--- src/rtl/pet_pkg.sv ---
package pet_pkg;

  localparam int DEF_CHANNELS = 32;
  localparam int MAX_RESULTS  = 32;
  localparam logic [31:0] RESET_PERIOD = 32'd1000;

  localparam logic [1:0] REQ_TICK   = 2'd0;
  localparam logic [1:0] REQ_START  = 2'd1;
  localparam logic [1:0] REQ_STOP   = 2'd2;
  localparam logic [1:0] REQ_PERIOD = 2'd3;

  // State of one timer channel as it travels around the ring.
  typedef struct packed {
    logic        running;
    logic [31:0] period;
    logic [31:0] countdown;
    logic [31:0] limit;
    logic [31:0] stage;
  } rec_t;

  // A channel command broadcast to every cell.
  typedef struct packed {
    logic        valid;
    logic [1:0]  req;
    logic [5:0]  chan;
    logic [31:0] period;
    logic [31:0] limit;
    logic [31:0] stage;
  } cmd_t;

  // A stored period of zero behaves as one tick.
  function automatic logic [31:0] eff_period(input logic [31:0] p);
    return (p == 32'd0) ? 32'd1 : p;
  endfunction

endpackage

--- src/rtl/pet_cell.sv ---
module pet_cell #(
  parameter int IDX = 0
) (
  input  logic          clk,
  input  logic          rst_n,
  input  logic          shift_en,
  input  pet_pkg::rec_t rec_in,
  input  pet_pkg::cmd_t cmd,
  output pet_pkg::rec_t rec_out
);

  pet_pkg::rec_t rec_r;
  pet_pkg::rec_t rec_nxt;
  logic [31:0]   new_period;

  assign rec_out = rec_r;

  always_comb begin
    rec_nxt    = rec_r;
    new_period = (cmd.period != 32'd0) ? cmd.period : rec_r.period;
    if (shift_en) begin
      rec_nxt = rec_in;
    end else if (cmd.valid && cmd.chan == 6'(IDX)) begin
      case (cmd.req)
        pet_pkg::REQ_START: begin
          rec_nxt.period    = new_period;
          rec_nxt.countdown = pet_pkg::eff_period(new_period);
          rec_nxt.limit     = cmd.limit;
          rec_nxt.stage     = cmd.stage;
          rec_nxt.running   = 1'b1;
        end
        pet_pkg::REQ_STOP:   rec_nxt.running = 1'b0;
        pet_pkg::REQ_PERIOD: rec_nxt.period  = cmd.period;
        default: ;
      endcase
    end
  end

  always_ff @(posedge clk) begin
    if (!rst_n) begin
      rec_r.running   <= 1'b0;
      rec_r.period    <= pet_pkg::RESET_PERIOD;
      rec_r.countdown <= 32'd0;
      rec_r.limit     <= 32'd0;
      rec_r.stage     <= 32'd0;
    end else begin
      rec_r <= rec_nxt;
    end
  end

endmodule

--- config.mk ---
export PLATFORM = sky130hd
export DESIGN_NAME = pet_cell
export DESIGN_NICKNAME = d
export VERILOG_FILES = /design/src/rtl/pet_pkg.sv /design/src/rtl/pet_cell.sv
export SDC_FILE = /design/constraint.sdc
export NUM_CORES = 1
export LEC_CHECK = 0
export CORE_AREA = 2 2 143 145
export DETAILED_ROUTE_END_ITERATION = 8
export DIE_AREA = 0 0 145 147
export DONT_BUFFER_PORTS = 1
export SLEW_MARGIN = 20
export SYNTH_ARGS = -nofsm -noshare
export SYNTH_HDL_FRONTEND = slang
export SYNTH_SLANG_ARGS = --single-unit
--- constraint.sdc ---
create_clock -name clk -period 2.6 [get_ports clk]
set_input_delay 0.52 -clock clk [delete_from_list [all_inputs] [get_ports clk]]
set_output_delay 0.52 -clock clk [all_outputs]
set_load 0.01 [all_outputs]
[Word level (Yosys, flattened, before mapping)]
Index checks and enable logic that the tools add are counted.
Storage, ports and cells
  bits in registers: 129
  output and inout port bits: 129
  bits of input ports: 237
Operators by class
  eq/ne operators: 3
  reductions and logical operators: 11
  mux-type cells: 7
Operators with widths (count)
  129-bit 2-to-1 mux: 2
  96-bit 2-to-1 mux: 1
  32-bit 2-to-1 mux: 2
  32-bit one-hot mux with 2 select lines: 1
  32-bit logical NOT: 1
  32-bit nonzero test: 1
  6-bit logical NOT: 1
  2-bit AND reduction: 3
  3-bit nonzero test: 2
  2-bit equality test, second input constant: 2
  2-bit nonzero test: 2
  2-bit by 1-bit equality test with 1-bit output, second input constant: 1
  1-bit one-hot mux with 2 select lines: 1
  1-bit logical AND: 1

[Depth between registers and ports, before layout]
  depth after elaboration: 7
  depth in mapped cells: 8
  gate-level depth less buffers: 5

[Worst setup path after synthesis]
Ideal clock, no wire load.
  path kind: input to register
  start: in cmd[98] (netlist name)
  end: reg rec_r (netlist bit rec_out[77])
  path slack: 0.240 ns
  library setup time: 0.117 ns
  stages on the path: 8
  path buffers: 3
  data arrival time: 2.243 ns
  cell sequence: or4b_4 -> or4_1 -> buf_2 -> buf_6 -> buf_2 -> nand2_1 -> o21ai_0 -> o2bb2ai_2
Between the ends
  longest elaborated chain between the ends: 4
Ends and longest elaborated chain
  start: declaration: line pet_cell.sv:8  | input pet_pkg::cmd_t cmd,
  6-bit logical NOT: line pet_cell.sv:23  | end else if (cmd.valid && cmd.chan == 6'(IDX)) begin
  1-bit logical AND: line pet_cell.sv:23
  2-bit nonzero test (no line)
  2-bit AND reduction (no line)
  end signal: assignment: line pet_cell.sv:47  | rec_r <= rec_nxt;
  end: declaration: line pet_cell.sv:12  | pet_pkg::rec_t rec_r;
No other way between the ends.
A chain may end at the register's enable or synchronous reset.

[Worst setup path in the final report]
  start: in cmd[98] (netlist name)
  end: reg rec_r (netlist bit rec_out[63])
The elaborated chain is that of the path after synthesis.

==> impl_results.md <==
- Diode count: 0
- Max Buffers Root-to-Sink: 2
- Count of cell types in the netlist: 40
- Worst VDD drop: roughly 400 uV
- Clk_lat worst skew: between 0.4 and 0.5 ns
- GRT Overall Usage: 20.25%
- Reg2reg end: rec_out[65]$_SDFFE_PN0P_
- Vias per inst: 5.579
- # DRC: 0
- Clock skew: 0.007567 ns
- Final WL: 22490 um
- Hold Path Depth: 1
- Clock-pin slew on the worst setup and hold paths: 0.06 ns
- Drt first-iter violations: between 200 and 250
- Unrepaired setup endpoints after global routing: false
- Num CTS Buffers: 17
- Vias in the first global route: 5305
- Vias post-DR: 5456
- Layout net count: approximately 930
- Hold Path Sink: rec_out[80]$_SDFFE_PN0P_
- Post-DP HPWL: roughly 16000 um
- H-tree levels: 4
- PortBufs: 0
- CTS tree: done
- Setup bufs post-CTS: 0
- Worst path arrival time: around 2.4 ns
- Final setup fails: 0
- Initial Util: 33.01%
- FF-to-FF Start: rec_out[100]$_SDFFE_PN0P_
- Met2 Track Usage GR: 35.10%
- Most Used Layer, Global Route: met2
- Hold Buf Count CTS: 0
- Layout area overhead: 12.47%
- Critical-path cell list: or4b_4 -> or4_4 -> buf_12 -> mux2i_1 -> o21ai_0 -> and2_1
- Met1 Track Usage GR: about 22%
- CP Data Required Time: 2.91 ns
- Hold Path Class: in -> reg
- Global route overflow: 0
- TritonCTS Sinks: around 130
- Crit path from: cmd[98]
- Syn nets: 966
- Core area: ~0.020 mm^2
- DRT antenna net count: 0
- Hold Vio Cnt, Final: 0
- Fmax: approximately 0.49 GHz
- IO Pins: between 300 and 400
- GPL Wtd Cong: approximately 0.76
- Min cycle time layout: approximately 2.1 ns
- Max_slew headroom: between 50% and 60%
- Largest net degree at the start of global routing: around 130
- Mapped Cells: about 730
- Status: completed
- Root buf cell: clkbuf_16
- Worst hold start: rst_n
- Antenna violations before repair: 0
- Max reg flops: 129
- Power density cells: between 600 and 700 mW/mm^2
- Worst reg-to-reg setup slack: roughly 0.6 ns
- Die width: 145 um
- Crit. End Element: flop
- Most common cell after layout, fill and taps aside: nand2_1
- Util after Layout: approximately 37%
- Ys Warns: 0
- Average size of a mapped cell: 8.985 um^2
- Final period utilization: about 79%
- First-pass GRT wire length: approximately 33000 um
- Worst setup SP type: input port
- WL per Instance: about 23 um
- Layout cell share with drive strength beyond 1: between 10% and 20%
- DR pass1 iterations: 4
- Mapped Area: around 0.0066 mm^2
- Most frequent cells in the layout: nand2_1 (187), dfxtp_1 (129), mux2i_1 (64), o211a_1 (63), o21ai_0 (35)
- Max incr delay on CP: around 0.56 ns
- Die Y-Extent: ~150 um
- CTS resizes: 0
- Final Max Tran Viols: 0
- Die area: roughly 0.021 mm^2
- Largest fanout on the critical path: between 60 and 70
- Leakage power: 3.655 nW
- Non-Filler Instances: roughly 980
- Max cap viols: 0
- Seq cells post-synth: roughly 130
- Setup CP Type: in -> reg
- Register-to-Register Path Depth: 6
- Core Rows: 52
- Placed cell count: ~950
- Crit path max-delay cell type: or4b_4
- Slew @ Worst Pin: around 0.65 ns
- Sequential fraction of the synthesis area: between 30% and 40%
- Total power draw: 4.998 mW
- Setup tns final: 0 ns
- Met3 Usage GRT: between 8 and 9%
worst max-delay path: cells and delay by family:
family                 cells  cell delay (ns)
AO/OA/AOI/OAI              1             0.07
buffers and inverters      1             0.24
multiplexers               1             0.19
AND/OR/NAND/NOR            3             1.27
where the power goes:
part / total (mW) / switching [mW] / internal, mW
logic: 0.383 / 0.177 / 0.206
clock network: 2.32 / 0.992 / 1.33
registers: 2.29 / 0.189 / 2.10
through the flow:
step | hold slack (ns) | setup slack (ns) | area [um^2]
finish | 0.2197 | 0.5399 | 7367
global route | 0.2001 | 0.4525 | 7367
CTS | 0.1938 | 0.5485 | 7340
detailed placement | 0.6134 | 0.1342 | 6779
global placement | 0.6098 | 0.08225 | 6779
floorplan | 0.5689 | 0.2398 | 6550
synth_stat cells, drive strengths merged:
library cell,number,share of area [%]
a22o,26,3.5
o21ai,39,3.0
nor4,14,1.4
a41oi,1,0.13
or4b,1,0.21
inv,2,0.11
and4,1,0.13
o2bb2ai,30,6.9
dfxtp,129,39
nand3,1,0.076
clkbuf,47,2.7
nor3,2,0.15
nor4b,2,0.27
o31ai,1,0.11
o211a,63,9.6
nand2,187,11
and3b,1,0.13
o2111ai,6,0.80
nand2b,6,0.57
a21oi,31,2.4
nor2,4,0.23
a22oi,26,3.0
mux2i,64,9.8
a31oi,4,0.38
or4,2,0.23
and2,2,0.19
nand4,8,0.76
a2111oi,1,0.23
o21a,1,0.11
nor3b,1,0.11
and4b,2,0.31
a211o,1,0.13
or3,1,0.096
o211ai,2,0.23
buf,20,1.9
area by class of cell:
class                           instances  area [um^2]
Clock buffer                           18        429.2
Multi-Input combinational cell        531         3689
Timing Repair Buffer                   14        187.7
Inverter                                2        10.01
Clock inverter                         14        131.4
Fill cell                            2003        12480
Sequential cell                       129         2582
Tap cell                              270        337.8
metal layers:
layer / vias up / wire [um]
met2: 250 / 11310
met3: 21 / 2163
met5: - / 0
li1: 2622 / -
met1: 2563 / 8620
met4: 0 / 386
cell families after synthesis:
| group | count (synthesis) | share of synthesized area [%] |
|---|---|---|
| AOI/OAI and AO/OA | 232 | 30.45 |
| buffers and inverters | 69 | 4.718 |
| DFF | 129 | 39.43 |
| muxes | 64 | 9.780 |
| and+or+nand+nor | 235 | 15.63 |
worst max-delay path by stage:
| stage | end | slack (ns) | cells past startpoint |
|---|---|---|---|
| after floorplan | rec_out[77]$_SDFFE_PN0P_ | 0.24 | 8 |
| after global placement | rec_out[94]$_SDFFE_PN0P_ | 0.08 | 5 |
| after detailed placement | rec_out[94]$_SDFFE_PN0P_ | 0.13 | 5 |
| after CTS | rec_out[65]$_SDFFE_PN0P_ | 0.55 | 7 |
| after global routing | rec_out[78]$_SDFFE_PN0P_ | 0.45 | 6 |
| final | rec_out[63]$_SDFFE_PN0P_ | 0.54 | 6 |
No activity file was read; power rests on OpenSTA's default activity.
