<file path="src/rtl/pet_pkg.sv">
package pet_pkg;

  localparam int DEF_CHANNELS = 32;
  localparam int MAX_RESULTS  = 32;
  localparam logic [31:0] RESET_PERIOD = 32'd1000;

  localparam logic [1:0] REQ_TICK   = 2'd0;
  localparam logic [1:0] REQ_START  = 2'd1;
  localparam logic [1:0] REQ_STOP   = 2'd2;
  localparam logic [1:0] REQ_PERIOD = 2'd3;

  // State of one timer channel as it travels around the ring.
  typedef struct packed {
    logic        running;
    logic [31:0] period;
    logic [31:0] countdown;
    logic [31:0] limit;
    logic [31:0] stage;
  } rec_t;

  // A channel command broadcast to every cell.
  typedef struct packed {
    logic        valid;
    logic [1:0]  req;
    logic [5:0]  chan;
    logic [31:0] period;
    logic [31:0] limit;
    logic [31:0] stage;
  } cmd_t;

  // A stored period of zero behaves as one tick.
  function automatic logic [31:0] eff_period(input logic [31:0] p);
    return (p == 32'd0) ? 32'd1 : p;
  endfunction

endpackage

</file>
<file path="src/rtl/pet_update.sv">
module pet_update (
  input  pet_pkg::rec_t rec_in,
  output pet_pkg::rec_t rec_out,
  output logic          fire
);

  always_comb begin
    rec_out = rec_in;
    fire    = 1'b0;
    if (rec_in.running) begin
      if (rec_in.countdown > 32'd1) begin
        rec_out.countdown = rec_in.countdown - 32'd1;
      end else begin
        rec_out.countdown = pet_pkg::eff_period(rec_in.period);
        if (rec_in.limit != 32'd0 && rec_in.stage >= rec_in.limit) begin
          rec_out.running = 1'b0;
        end else begin
          fire = 1'b1;
          if (rec_in.stage != 32'hFFFF_FFFF) begin
            rec_out.stage = rec_in.stage + 32'd1;
          end
        end
      end
    end
  end

endmodule

</file>
<file path="config.mk">
export PLATFORM = sky130hd
export DESIGN_NAME = pet_update
export DESIGN_NICKNAME = d
export VERILOG_FILES = /design/src/rtl/pet_pkg.sv /design/src/rtl/pet_update.sv
export SDC_FILE = /design/constraint.sdc
export NUM_CORES = 1
export LEC_CHECK = 0
export ABC_AREA = 1
export BUFFER_PORTS_ARGS = -buffer_cell sky130_fd_sc_hd__buf_4
export CAP_MARGIN = 40
export CELL_PAD_IN_SITES_DETAIL_PLACEMENT = 0
export CELL_PAD_IN_SITES_GLOBAL_PLACEMENT = 1
export CORE_MARGIN = 4
export CORE_UTILIZATION = 30
export DETAILED_ROUTE_END_ITERATION = 6
export PLACE_DENSITY = 0.91
export SKIP_LAST_GASP = 1
export SLEW_MARGIN = 0
export SYNTH_ARGS = -nofsm -noshare
export SYNTH_HDL_FRONTEND = slang
export SYNTH_SLANG_ARGS = --single-unit
</file>
<file path="constraint.sdc">
create_clock -name vclk -period 5.1
set_input_delay 1.02 -clock vclk [all_inputs]
set_output_delay 1.02 -clock vclk [all_outputs]
set_load 0.005 [all_outputs]
</file>
[Word-level counts from Yosys, hierarchy flattened]
Cells that the tools add are included.
Storage, ports and cells
  register bits after elaboration: 0
  bits in latches: 0
  RAM bits: 0
  memory bits (read-only): 0
  bits of input ports: 129
  output and inout bits: 130
  word-level logic and storage cells: 20
  memories: 0
Operators by class
  $add $sub $neg: 2
  multiply operators: 0
  div/mod/pow operators: 0
  magnitude comparators: 2
  equality and inequality tests: 1
  shifts and indexed selects: 0
  multiplexer cells: 12
  bitwise operators: 0
  reductions and logical operators: 3
Operator list (count)
  2-to-1 mux 32 bit: 7
  adder 32 x 1 -> 32 bit (second input constant): 1
  >= comparator 32 bit: 1
  greater-than comparator 32 x 1 -> 1 bit (second input constant): 1
  zero test 32 bit: 1
  != test 32 bit (second input constant): 1
  nonzero test 32 bit: 1
  subtractor 32 x 1 -> 32 bit (second input constant): 1
  2-to-1 mux 1 bit: 5
  logical AND 1 bit: 1

[Logic depth before layout (Yosys ltp)]
Gate-level depths: netlist of the first run.
  word-level depth: 5
  depth in mapped cells: 19
  depth with buffers taken out: 18

[Least setup slack after synthesis of the first run]
OpenSTA, ideal clock, no wires.
  path type: input -> output
  start: in rec_in[47] (netlist name)
  end: out rec_out[0] (netlist name)
  arrival time: 2.538 ns
  data required time: 4.080 ns
  setup slack: 1.542 ns
  stages: 13
  buffers on the path: 1
  cells stage by stage: inv_1 > ha_1 > a21o_1 > nor2_1 > nand2_1 > nor2_1 > nand2_1 > nand2_1 > nand2_1 > nand2_1 > clkbuf_1 > nand2_1 > xor2_1
RTL lines
  start, declared: RTL line pet_update.sv:2  | input pet_pkg::rec_t rec_in,
  end, declared: RTL line pet_update.sv:3  | output pet_pkg::rec_t rec_out,

==> results of run 1 <==
## where the power goes
part	switching [mW]	leakage, nW	internal (mW)
clock network	0	0	0
logic	0.202	3.16	0.200
registers	0	0	0
## worst max-delay path, cell delays in order
cell and delay, ns:
buf_4 0.11, inv_1 0.11, ha_1 0.24, nand2_2 0.14, nor2_8 0.18, nand2_4 0.09
nand2_4 0.08, nand2_4 0.11, clkinv_4 0.18, nand2_4 0.09, nor3_4 0.26, nand2_2 0.08
xor2_1 0.19, buf_4 0.14
## final cells by class
class,instances,area (sq um),area share (%)
Multi-Input combinational cell,574,3202,54.96
Timing Repair Buffer,263,1974,33.89
Inverter,113,429.2,7.367
Tap cell,176,220.2,3.780
## path summary, 6_finish.rpt
kind / start / to / slack (ns) / depth (start not counted)
min: rec_in[45] / rec_out[45] / 2.22 / 2
max: rec_in[65] / rec_out[19] / 1.05 / 14
## layout by cell type, fill, tap and decap left out, types with 2 or more instances in the layout
master / instances
o21ai_1: 2
nand3_1: 48
a21oi_1: 32
nor2_4: 5
ha_1: 35
nor4_1: 12
xor2_1: 24
a21o_1: 2
o21ai_0: 19
nand2_4: 5
nand2_1: 194
nand2_2: 6
nor2_8: 2
a22oi_1: 6
nor3_4: 2
o21bai_1: 2
nor2_2: 8
buf_4: 263
xnor2_1: 11
nor2_1: 85
nor3_1: 17
a31oi_1: 14
inv_1: 108
nand4_1: 32
nor3_2: 5
inv_2: 3
nand3_2: 2
## routing by layer
layer  track usage, %  routed length [um]
met1            23.74                6714
met2            33.80                7743
met3            2.752                1298
met4            1.388                 111
met5                0                   0
## kinds of logic after synthesis
| kind of cell | count (synthesis) | share of synthesized area (%) |
|---|---|---|
| AND/OR/NAND/NOR | 425 | 48.11 |
| XOR/XNOR | 35 | 7.340 |
| AO/OA/AOI/OAI | 79 | 10.72 |
| adder cells (fa/ha/maj) | 35 | 10.49 |
| buffers and inverters | 193 | 23.34 |
## per-stage QoR
stage / std cells / hold slack (ns)
4_1_cts: 1126 / 2.218
5_1_grt: 1126 / 2.223
2_1_floorplan: 767 / 2.100
3_3_place_gp: 1126 / 2.217
6_report: 1126 / 2.217
3_5_place_dp: 1126 / 2.217
==> reports/qor.yml, run 1 <==
outcome: "finished, final reports clean"
start_kind: "input port"
chipWidth_um: 126.0
dp_hpwl_mm: 13.80
synth_cells: 767
worstPathArrival_ns: 3.03
ys_top_cells_by_count: "nand2_1 (194), inv_1 (108), nor2_1 (85)"
finish.net_count: 1116
period_share_pct: 79.49
dpl_cell_area_sq_um: 5826
die_area_sq_um: 15870
critPathRequiredTime_ns: 4.08
rows: 42
drv_cap: 0
ys_types: 36
nClkBuffers: 0
worst_pin_slew_ns: 0.5329
flops_and_latches: 0
antennaDiodeCount: 0
post_cts.repair.setup_buffers: 0
gr-total-overflow: 0
yosys_warnings: 0
yosysSeqAreaShare_pct: 0
power_density_nw_per_um2: 69.12
fin_crit_ns: 4.054
yosysMostFrequentCell: "nand2_1"
leakagePower_nw: 3.159
hold_viol_final: 0
slew_violations: 0
finalSetupTns_ns: 0
register_area_sq_um: 0
antenna_found_initial: 0
worst_ir_drop_vdd_mv: 0.04340
critPathKind: "in -> out"
route.detailed.drc: 0
synth_area_sq_um: 4177
postSynthAreaPerCell_sq_um: 5.445
core-area_sq_um: 13450
track_usage_pct: 18.43
grt_start_max_net_pins: 51
vias: 5355
avgRoutedWirePerCell_um: 14.09
synth.top_cells.by_area: "nand2_1 (17%), buf_4 (12%), ha_1 (10%)"
wl_mm: 15.87
dr.first_iter.drc_count: 235
start_util_pct: 31.05
layout_setup_ws_ns: 1.046
ios: 259
fmax_ghz: 0.2467
power_mw: 0.4027
synth.net_count: 931
drt_pass1_iterations: 5
hold_path.class: "in -> out"
crit_fanout: 17
rsz0062_at_grt: "no"
ant_nets: 0
drive_above_1_share_pct: 32.11
dp_slack_ns: 1.050
netlist.top_cell.by_area: "nand2_1"
end_kind: "primary output"
relSlewSlack_pct: 64.48
post_cts_resized: 0
area_growth_pct: 39.48
grt_pass1_wl_mm: 25.21
vias_per_cell: 4.756
stdcell_area_sq_um: 5826
gp_congestion: 0.8800
nFillCells: 1570
grt_pass1_vias: 5106
hold_buffers: 0
setup_viol: 0
final_util_pct: 43.30
die_y_um: 126.0
io_buffers: 259
synth_top_area_share_pct: 17.44
Power figures use the tool's default switching activity.
==> run 2: changes to the inputs <==
- ABC_AREA: 1 -> 0
- CORE_UTILIZATION: 30 -> 24
- PLACE_DENSITY: 0.91 -> 0.82
- clock period: 5.1 -> 3.7 ns (I/O delays scaled with it)
==> run 2 against run 1 <==
The run now ends with setup timing left. Via count fell by 2.0%. Sequential share of layout area is the same. Global-route usage is 0.85 points higher. Critical endpoint is now rec_out[95].
==> reports/qor.yml, run 2 <==
outcome: "finished with violations"
violations: "setup timing"
switching_share_pct: 45.86
ant_nets: 0
hold_path.class: "in -> out"
postSynthAreaPerCell_sq_um: 6.144
crit_fanout: 6
p_int_mw: 0.3343
p_comb_share_pct: 100.0
drt_pass1_iterations: 4
antenna_found_initial: 0
start_kind: "input port"
yosys_warnings: 0
critical-path-max-stage-delay_ns: 0.53
hold_viol_final: 0
vias: 5249
cpMostUsedCell: "buf_6"
gr-total-overflow: 0
antennaDiodeCount: 0
synth.net_count: 732
p_sw_mw: 0.2832
p_clk_share_pct: 0
layout_common_cells: "buf_4 (360), nand2_1 (57), inv_1 (40), ha_1 (32), o21ai_0 (27)"
hold_buffers: 0
holdCritStartpoint: "rec_in[48]"
critPathKind: "in -> out"
netlist.top_cell.by_area: "buf_4"
crit_slowest_cell: "or4_4"
stdcell_count: 1052
stdcell_area_sq_um: 7000
dr.first_iter.drc_count: 162
worstPathArrival_ns: 3.29
ys_types: 47
rows: 43
flops_and_latches: 0
route.detailed.drc: 0
vias_per_cell: 4.990
die_y_um: 128.6
ios: 259
synth.top_cells.by_area: "buf_4 (14%), ha_1 (13%), nand2_1 (7.5%)"
fmax_ghz: 0.2484
period_share_pct: 108.8
dpl.cell_count: 1025
area_growth_pct: 100.6
rsz0062_at_grt: "yes"
seq_power_share_pct: 0
critPathRequiredTime_ns: 2.96
yosysMostFrequentCell: "nand2_1"
drive_above_1_share_pct: 57.11
ys_top_cells_by_count: "nand2_1 (70), buf_4 (64), o21ai_0 (52)"
slew_violations: 0
fin_crit_ns: 4.026
relSlewSlack_pct: 65.76
finish.net_count: 1038
nFillCells: 1422
dp_hpwl_mm: 14.10
chipWidth_um: 128.6
synth_area_sq_um: 3490
worst_ir_drop_vdd_mv: 0.06331
die_area_sq_um: 16530
multiInputGateArea_sq_um: 3455
nClkBuffers: 0
end_kind: "primary output"
grt_pass1_wl_mm: 26.45
dpl_cell_area_sq_um: 5954
start_util_pct: 24.85
gp_congestion: 0.9045
setup_viol: 64
grt_pass1_vias: 5172
drv_cap: 0
layout_setup_ws_ns: -0.3263
avgRoutedWirePerCell_um: 17.35
synth_top_area_share_pct: 13.77
wl_mm: 18.25
track_usage_pct: 19.28
io_buffers: 259
final_common_cell: "buf_4"
grt_start_max_net_pins: 43
path_cells: "buf_6 -> or4_4 -> or3_4 -> buf_6 -> or4_4 -> nor2_4 -> buf_8 -> nand2_4 -> o21ai_2 -> a22o_1 -> buf_6"
yosysSeqAreaShare_pct: 0
core-area_sq_um: 14040
worstSetupStartpoint: "rec_in[90]"
synth_cells: 568
worst_pin_slew_ns: 0.5091
power_density_nw_per_um2: 88.21
register_area_sq_um: 0
leakagePower_nw: 3.446
[run 2: cell types whose count changed in the layout (fill, tap and decap cells not counted), moves of 10 or more]
cell / delta
nand2_1: -137
buf_4: +97
inv_1: -68
nor2_1: -60
nand3_1: -30
nand4_1: -19
o21ai_1: +19
a21oi_2: +18
buf_6: +18
a21oi_1: -15
nor4_4: +15
nor4_1: +14
a31oi_1: -13
a22o_1: +10
[run 2: power by group through the flow]
stage	Sequential, mW	Combinational [mW]	Clock (mW)
5_1_grt	0	0.670	0
2_1_floorplan	0	0.200	0
3_3_place_gp	0	0.525	0
6_report	0	0.618	0
3_5_place_dp	0	0.526	0
4_1_cts	0	0.551	0
[run 2: cell type report]
cell class / count / area share [%]
timing repair buffer: 390 / 45.08
inverter: 44 / 2.359
multi-input combinational: 438 / 49.35
tap: 180 / 3.217
[run 2: path summary, 6_finish.rpt]
path / to / cells after the start
worst min-delay path: rec_out[48] / 2
worst max-delay path: rec_out[95] / 11
[run 2: kinds of logic after synthesis]
logic type      share of synthesized area [%]
compound gates                          20.19
xor+xnor                                7.530
fa+ha+maj                               12.55
buf+inv                                 21.05
mux                                    0.6453
simple gates                            38.04
[run 2: repair_timing]
| action | CTS | global route |
|---|---|---|
| buffers inserted | 12 | 14 |
| cloned | 3 | 3 |
| endpoints found under the setup margin | 66 | 66 |
| pin swaps | 45 | 57 |
| resized for setup | 91 | 92 |
| hold endpoints to repair | 0 | 0 |
[run 2: worst max-delay path, delay by kind of cell]
kind                   cells  cell delay [ns]
buffers and inverters      4             0.52
and+or+nand+nor            5             1.73
AOI/OAI and AO/OA          2             0.28
[run 2: per-stage QoR]
step	hold slack [ns]	util, %	power (mW)	setup TNS [ns]	setup WS, ns
finish	1.667	49.85	0.6175	-14.89	-0.3263
global route	1.675	49.85	0.6696	-19.43	-0.3881
CTS	1.666	45.76	0.5506	-14.34	-0.3202
detailed placement	1.665	42.40	0.5264	-20.92	-0.5288
global placement	1.668	42.40	0.5253	-19.34	-0.4333
floorplan	1.531	-	0.1996	-5.045	-0.1839
[run 2: metal layers]
layer / part of all wire [%] / global-route usage (%) / vias to the layer above / wire length (um)
li1: - / - / 2588 / -
met1: 39 / 22.94 / 2400 / 7037
met2: 52 / 36.99 / 227 / 9425
met3: 7.2 / 2.532 / 34 / 1313
met4: 2.6 / 3.459 / 0 / 475
met5: 0 / 0 / - / 0
